[config.mk]
export PLATFORM = sky130hd
export DESIGN_NAME = tvl_sqrt
export DESIGN_NICKNAME = d
export VERILOG_FILES = /design/src/sv/assert_macros.svh /design/src/sv/tvl_pkg.sv /design/src/sv/tvl_sqrt.sv
export SDC_FILE = /design/constraint.sdc
export NUM_CORES = 2
export LEC_CHECK = 0
export ABC_AREA = 1
export BUFFER_PORTS_ARGS = -buffer_cell sky130_fd_sc_hd__buf_2
export CAP_MARGIN = 20
export CORE_ASPECT_RATIO = 1.5
export CORE_MARGIN = 2
export CORE_UTILIZATION = 60
export CTS_CLUSTER_SIZE = 10
export DETAILED_ROUTE_END_ITERATION = 8
export PLACE_DENSITY = 0.77
export RECOVER_POWER = 25
export SYNTH_ARGS = -nofsm -noshare
export SYNTH_HDL_FRONTEND = slang
export SYNTH_MEMORY_MAX_BITS = 65536
export SYNTH_SLANG_ARGS = --single-unit
export TNS_END_PERCENT = 1
[constraint.sdc]
create_clock -name clk_i -period 2.5 [get_ports clk_i]
set_input_delay 0.25 -clock clk_i [delete_from_list [all_inputs] [get_ports clk_i]]
set_output_delay 0.25 -clock clk_i [all_outputs]
set_load 0.005 [all_outputs]
[src/sv/assert_macros.svh]
// Assertion macros shared by the velocity limiter RTL.
// Needs clk_i and rst_ni in the scope where a macro is used.
`ifndef ASSERT_MACROS_SVH
`define ASSERT_MACROS_SVH

// Property that must hold on every clock edge outside reset.
`define TVL_ASSERT(name, prop, msg) \
  name: assert property (@(posedge clk_i) disable iff (!rst_ni) (prop)) else $error(msg);

// Consequent must hold in the cycle after the antecedent.
`define TVL_ASSERT_NEXT(name, ante, cons, msg) \
  name: assert property (@(posedge clk_i) disable iff (!rst_ni) (ante) |=> (cons)) \
    else $error(msg);

`endif

[src/sv/tvl_pkg.sv]
// Shared types and constants of the twist velocity limiter.
// No dependencies; used by tvl_sqrt, tvl_div and the top level.
package tvl_pkg;

  localparam bit HOLONOMIC = 1'b1;

  localparam int ERR_W  = 20;  // input error fields
  localparam int VEL_W  = 16;  // output command fields
  localparam int GAIN_W = 16;
  localparam int LIM_W  = 15;
  localparam int MAG_W  = 23;  // rounded gain product magnitude
  localparam int RAD_W  = 48;  // sum of squared linear magnitudes, even width
  localparam int ROOT_W = RAD_W / 2;
  localparam int QUO_W  = MAG_W;
  localparam int DVD_W  = MAG_W + LIM_W + 1;
  localparam int LANES  = 2;   // x and y

  localparam logic [GAIN_W-1:0] TRANS_GAIN_RST = 16'd6144;
  localparam logic [GAIN_W-1:0] ROT_GAIN_RST   = 16'd5120;
  localparam logic [LIM_W-1:0]  MAX_LIN_RST    = 15'd2048;
  localparam logic [LIM_W-1:0]  MIN_LIN_RST    = 15'd410;
  localparam logic [LIM_W-1:0]  MAX_YAW_RST    = 15'd2867;
  localparam logic [LIM_W-1:0]  MIN_YAW_RST    = 15'd0;
  localparam logic [LIM_W-1:0]  IP_MIN_YAW_RST = 15'd0;
  localparam logic [LIM_W-1:0]  IP_THR_RST     = 15'd0;

  typedef enum logic [3:0] {
    CFG_TRANS_GAIN = 4'd0,
    CFG_ROT_GAIN   = 4'd1,
    CFG_MAX_LIN    = 4'd2,
    CFG_MIN_LIN    = 4'd3,
    CFG_MAX_YAW    = 4'd4,
    CFG_MIN_YAW    = 4'd5,
    CFG_IP_MIN_YAW = 4'd6,
    CFG_IP_THR     = 4'd7
  } cfg_idx_e;

  typedef struct packed {
    logic [GAIN_W-1:0] trans_gain;
    logic [GAIN_W-1:0] rot_gain;
    logic [LIM_W-1:0]  max_lin_speed;
    logic [LIM_W-1:0]  min_lin_speed;
    logic [LIM_W-1:0]  max_yaw_rate;
    logic [LIM_W-1:0]  min_yaw_rate;
    logic [LIM_W-1:0]  in_place_min_yaw;
    logic [LIM_W-1:0]  in_place_threshold;
  } cfg_t;

  typedef struct packed {
    logic signed [ERR_W-1:0] err_x;
    logic signed [ERR_W-1:0] err_y;
    logic signed [ERR_W-1:0] err_yaw;
  } in_beat_t;

  typedef struct packed {
    logic signed [VEL_W-1:0] vel_x;
    logic signed [VEL_W-1:0] vel_y;
    logic signed [VEL_W-1:0] yaw_rate;
  } out_beat_t;

  // Sideband that travels with a beat through the root and divider pipes.
  typedef struct packed {
    logic [MAG_W-1:0]        vx_mag;
    logic                    vx_neg;
    logic [MAG_W-1:0]        vy_mag;
    logic                    vy_neg;
    logic                    gt_max;
    logic                    lt_min;
    logic                    in_place;
    logic signed [VEL_W-1:0] yaw;
    logic [ROOT_W-1:0]       root;
  } lin_t;

endpackage

[src/sv/tvl_sqrt.sv]
// Pipelined floor square root, one result bit per stage.
// Depends on tvl_pkg (widths, lin_t sideband).
module tvl_sqrt import tvl_pkg::*; (
  input  logic              clk_i,
  input  logic              rst_ni,
  input  logic              en_i,
  input  logic              vld_i,
  input  logic [RAD_W-1:0]  rad_i,
  input  lin_t              side_i,
  output logic              vld_o,
  output logic [ROOT_W-1:0] root_o,
  output lin_t              side_o
);

  localparam int REM_W = ROOT_W + 2;

  logic [ROOT_W-1:0] vld_q;
  logic [RAD_W-1:0]  rad_in  [ROOT_W];
  logic [REM_W-1:0]  rem_in  [ROOT_W];
  logic [ROOT_W-1:0] root_in [ROOT_W];
  logic [RAD_W-1:0]  rad_d   [ROOT_W];
  logic [REM_W-1:0]  rem_d   [ROOT_W];
  logic [ROOT_W-1:0] root_d  [ROOT_W];
  logic [RAD_W-1:0]  rad_q   [ROOT_W];
  logic [REM_W-1:0]  rem_q   [ROOT_W];
  logic [ROOT_W-1:0] root_q  [ROOT_W];
  lin_t              side_q  [ROOT_W];

  for (genvar s = 0; s < ROOT_W; s++) begin : g_stage
    if (s == 0) begin : g_first
      assign rad_in[s]  = rad_i;
      assign rem_in[s]  = '0;
      assign root_in[s] = '0;
    end else begin : g_next
      assign rad_in[s]  = rad_q[s-1];
      assign rem_in[s]  = rem_q[s-1];
      assign root_in[s] = root_q[s-1];
    end

    always_comb begin
      logic [REM_W+1:0] cur;
      logic [REM_W+1:0] trial;
      cur   = {rem_in[s], rad_in[s][RAD_W-1 -: 2]};
      trial = (REM_W+2)'({root_in[s], 2'b01});
      if (cur >= trial) begin
        rem_d[s]  = REM_W'(cur - trial);
        root_d[s] = {root_in[s][ROOT_W-2:0], 1'b1};
      end else begin
        rem_d[s]  = cur[REM_W-1:0];
        root_d[s] = {root_in[s][ROOT_W-2:0], 1'b0};
      end
      rad_d[s] = {rad_in[s][RAD_W-3:0], 2'b00};
    end
  end

  always_ff @(posedge clk_i or negedge rst_ni) begin
    if (!rst_ni) begin
      vld_q <= '0;
    end else if (en_i) begin
      vld_q <= {vld_q[ROOT_W-2:0], vld_i};
    end
  end

  always_ff @(posedge clk_i) begin
    if (en_i) begin
      for (int s = 0; s < ROOT_W; s++) begin
        rad_q[s]  <= rad_d[s];
        rem_q[s]  <= rem_d[s];
        root_q[s] <= root_d[s];
      end
      side_q[0] <= side_i;
      for (int s = 1; s < ROOT_W; s++) begin
        side_q[s] <= side_q[s-1];
      end
    end
  end

  assign vld_o  = vld_q[ROOT_W-1];
  assign root_o = root_q[ROOT_W-1];
  assign side_o = side_q[ROOT_W-1];

endmodule

=== Word-level counts from Yosys, hierarchy flattened ===
Memory sizes are Yosys's and may differ from the RTL's.
Index checks and enable logic that the tools add are counted.

* Add/sub/neg operators: 24
* Multipliers: 0
* Divide/modulo/power cells: 0
* Magnitude comparators: 24
* Equal/unequal tests: 0
* Shift operators: 0
* Multiplexer cells: 50
* Bitwise logic cells: 0
* Reduce and logical (&&, ||, !) cells: 0

{| class="wikitable"
|+ Operator list
! cell !! number
|-
| $ge A28 B26 Y1 || 23
|-
| $mux W26 || 24
|-
| $sub A26 B26 Y26 || 23
|-
| $mux W1 || 26
|-
| $sub A2 B1 Y3 const B || 1
|-
| $ge A2 B1 Y1 const B || 1
|}

* Register bits: 24
* Latch bits: 0
* Bits in writable memories: 4488
* Bits in read-only memories: 0
* Bits of input ports: 143
* Output and inout port bits: 116
* Logic and storage cells: 103
* Memories: 4

{| class="wikitable"
|+ Memory list
! memory !! depth !! width !! read ports !! clocked after memory_dff !! wr ports !! RTL line !! RTL
|-
| side_q || 24 || 91 || 24 || 0 || 24 || tvl_sqrt.sv:27 || <nowiki>lin_t side_q [ROOT_W];</nowiki>
|-
| rad_q || 24 || 46 || 23 || 0 || 24 || tvl_sqrt.sv:24 || <nowiki>logic [RAD_W-1:0] rad_q [ROOT_W];</nowiki>
|-
| rem_q || 24 || 26 || 23 || 0 || 24 || tvl_sqrt.sv:25 || <nowiki>logic [REM_W-1:0] rem_q [ROOT_W];</nowiki>
|-
| root_q || 24 || 24 || 24 || 0 || 24 || tvl_sqrt.sv:26 || <nowiki>logic [ROOT_W-1:0] root_q [ROOT_W];</nowiki>
|}

=== Longest topological paths before layout ===
An unclocked memory read counts as a cell.

* Depth in word-level cells: 3
* Mapped depth: 16
* Depth with buffers taken out: 15

=== Worst setup path before layout ===
Ideal clock, no wire load.

* Kind: reg2reg
* Start: memory rem_q[0][189] (netlist bit)
* End: memory rem_q[1][19] (netlist bit), data pin
* Library setup time: 0.256 ns
* Data arrival time: 1.754 ns
* Required time: 2.244 ns
* Path slack: 0.490 ns
* Stages on the path, launching flop included: 11
* Path buffers: 1
* Cells stage by stage: edfxtp_1 ha_1 a21oi_2 inv_2 nor3_4 inv_2 nor2_8 nand2_4 nor2_4 buf_4 a21oi_1

{| class="wikitable"
|+ RTL lines
! item !! RTL line
|-
| start, declared || tvl_sqrt.sv:25
|}

==> run metrics <==
total grt overflow 0; Iter 0 DRT Violations ~8600; fmax 378 MHz; H-tree levels 5; total of max-cap violations 1; Clock Power Share between 30% and 40%; via count 87441; CTS Sinks 3623; worst-case reg-to-reg path depth 12; outcome finished, violations left; Nets 12947; WL final about 380000 um; internal power approximately 0.11 W; clock buffer depth 4; violated checks capacitance limit, slew limit, setup timing; synth top area cells edfxtp_1, nand2_1, inv_1; Placed Area 155000 um2; first-pass GRT wire length 559000 um; commonest non-fill, non-tap cell in the layout edfxtp_1; Hold Crit Class primary input to flip-flop; Synth top area share 74.7%; Final Hold Viols 0; Syn Area/Cell ~13 um2; DIE AREA 245000 um2; worst r2r src rem_q[2][6]$_DFFE_PP_; critical path class flip-flop to flip-flop; most frequent cells in the layout edfxtp_1, nand2_1, inv_1, nor2_1, buf_4; register share of total power approximately half; Clock Latency Late Sink 0.93 ns; critical path endpoint category flip-flop; Antenna Violating Nets Remaining 0; Die Width 405 um; WL/cell ~24 um; Pwr Density 875 nW/um2; cts bufs inserted between 400 and 500; min-delay src side_i[80]; Ports around 260; pre-CTS setup slack -0.180 ns; Clock Tree Root clkbuf_16; Post-synth EDFFs 3599; type of origin of the critical path flip-flop; CTS tree built; final setup fails 9; cells after synthesis 11144; P_leak 67.7 nW; vias per cell roughly 5.6; ratio of cells with drive above 1 in the final layout 12.7%; FP Rows 220; Data arrival, critical path 3.25 ns; Main synth FF type edfxtp_1; CTS clk-pin slew, worst paths approximately 0.06 ns; Fillers around 16000; Die Y slightly above 600 um; largest net degree at the start of global routing 162; max-slew violations 25; I/O Buffers 258; capture point of the worst reg-to-reg path rem_q[2][43]$_DFFE_PP_; detailed placement HPWL 244000 um; count of state elements after synthesis between 3000 and 4000; post-synth cell types 59; Final min period around 2.6 ns; RePlAce Congestion 0.927; register area share after synthesis 75.2%; switch share 26.0%; overall routing resource usage 31.0%; RSZ-0062 raised after global routing true; DRT Pass-1 Iters 8; Yosys top cell by area edfxtp_1; worst vdd ir 903 uV; number of global-route vias before repair around 91000; initial antenna violation count 11; worst path required time between 3 and 4 ns; Hold Path Sink side_q[0][80]$_DFFE_PP_; crit path max fanout 4; R2R Setup Slk -0.15 ns; Clock Skews between 0.08 and 0.09 ns; hold slack final approximately 0.071 ns; Logic pwr share roughly an eighth; Synth Cell Area 145000 um2; # DRC 0; setup ws final -0.147 ns; Initial Util 60.4%; area grow syn2layout 15.9%; hold depth 2; yosys warns 0; Core Area 239000 um2; Slew @ Worst Pin 1.51 ns; Async SR Flop Fraction 0.662%; Non-Filler Cell Area, Final 168000 um2; Rel. slew slack -0.524%; Period Utilization, post-route 106%; NetSw 0.0380 W; utilization after layout 70.0%; syn_nets 11613
==> worst max-delay path: stages (launching register included) <==
cell	delay, ns
edfxtp_1	0.46
ha_1	0.34
buf_4	0.13
nand2_1	0.12
nor2_1	0.32
nand3_1	0.15
nand3_1	0.21
buf_12	0.17
nand2_1	0.09
nand2_1	0.08
nand2_1	0.06
nand3_1	0.08
nand2_1	0.17
==> cells in the mapped netlist (34+ instances only) <==
cell,n
ha_1,326
nand3b_1,66
nor2_1,762
buf_4,115
a21oi_1,323
inv_1,1562
o21ai_1,34
xor2_1,129
nand4_1,140
edfxtp_1,3599
xnor2_1,107
nor3_1,75
nand2_1,2875
o21ai_0,218
nand3_1,514
==> power groups by stage <==
stage / Combinational, W / Clock (W) / Sequential, W
after detailed placement: 0.0166 / 0 / 0.0763
after global placement: 0.0164 / 0 / 0.0760
after CTS: 0.0173 / 0.0539 / 0.0754
after floorplan: 0.00975 / 0 / 0.0747
after global routing: 0.0196 / 0.0559 / 0.0757
final: 0.0178 / 0.0533 / 0.0755
==> layer usage <==
layer	global-route usage, %	wire, um	share of wire [%]
met5	0	50	0.013
met4	18.9	28000	7.4
met3	4.26	19400	5.1
met2	57.7	204000	54
met1	32.9	128000	34
==> stage by stage <==
step	TNS [ns]	total power, W	cells
final	-0.447	0.147	15664
after global routing	-2.25	0.151	15664
after detailed placement	-5.60	0.0929	15026
after global placement	-6.51	0.0924	15026
after CTS	-0.0628	0.147	15661
after floorplan	0	0.0844	11144
==> layout make-up <==
class | count | area [um2] | area share (%)
clock buffers | 456 | 10600 | 6.30
well taps | 3108 | 3890 | 2.32
inverters | 1577 | 5930 | 3.54
diodes | 2 | 5.00 | 0.00299
repair buffers | 1088 | 8800 | 5.25
multi-input cells | 5779 | 29200 | 17.5
clock inverters | 31 | 417 | 0.249
flip-flops and latches | 3623 | 109000 | 64.9
==> kinds of logic after synthesis <==
logic type	share of synthesized area, %
AOI/OAI and AO/OA	2.49
DFF	75.2
other	0.00259
buffers and inverters	4.99
muxes	0.0156
xor gates and xnor gates	1.43
and+or+nand+nor	13.1
adders and majority gates	2.82
==> state kept, by name, indices dropped and copies added (netlist names) <==
name / cells
vld_q: 24
rad_q: 552
rem_q: 563
side_q: 2184
root_q: 300
==> worst max path at each step <==
stage	startpoint	end	slack (ns)	cells past startpoint
floorplan	rem_q[0][189]$_DFFE_PP_	rem_q[1][19]$_DFFE_PP_	0.49	10
global placement	rem_q[1][143]$_DFFE_PP_	rem_q[1][157]$_DFFE_PP_	-0.20	10
detailed placement	rem_q[1][143]$_DFFE_PP_	rem_q[1][157]$_DFFE_PP_	-0.18	10
CTS	root_q[1][168]$_DFFE_PP_	rem_q[2][2]$_DFFE_PP_	-0.03	13
global route	rem_q[2][15]$_DFFE_PP_	rem_q[2][43]$_DFFE_PP_	-0.18	11
finish	rem_q[2][6]$_DFFE_PP_	rem_q[2][43]$_DFFE_PP_	-0.15	12
==> repair_timing <==
action                     in CTS  in global routing
setup endpoints to repair     107                236
gates resized for setup        27                112
setup buffers                   3                  1
hold endpoints to repair      201                  0
pin swaps                       2                  4
cloned                          0                  0
hold buffers                  145                  0
Power figures use the tool's default switching activity.
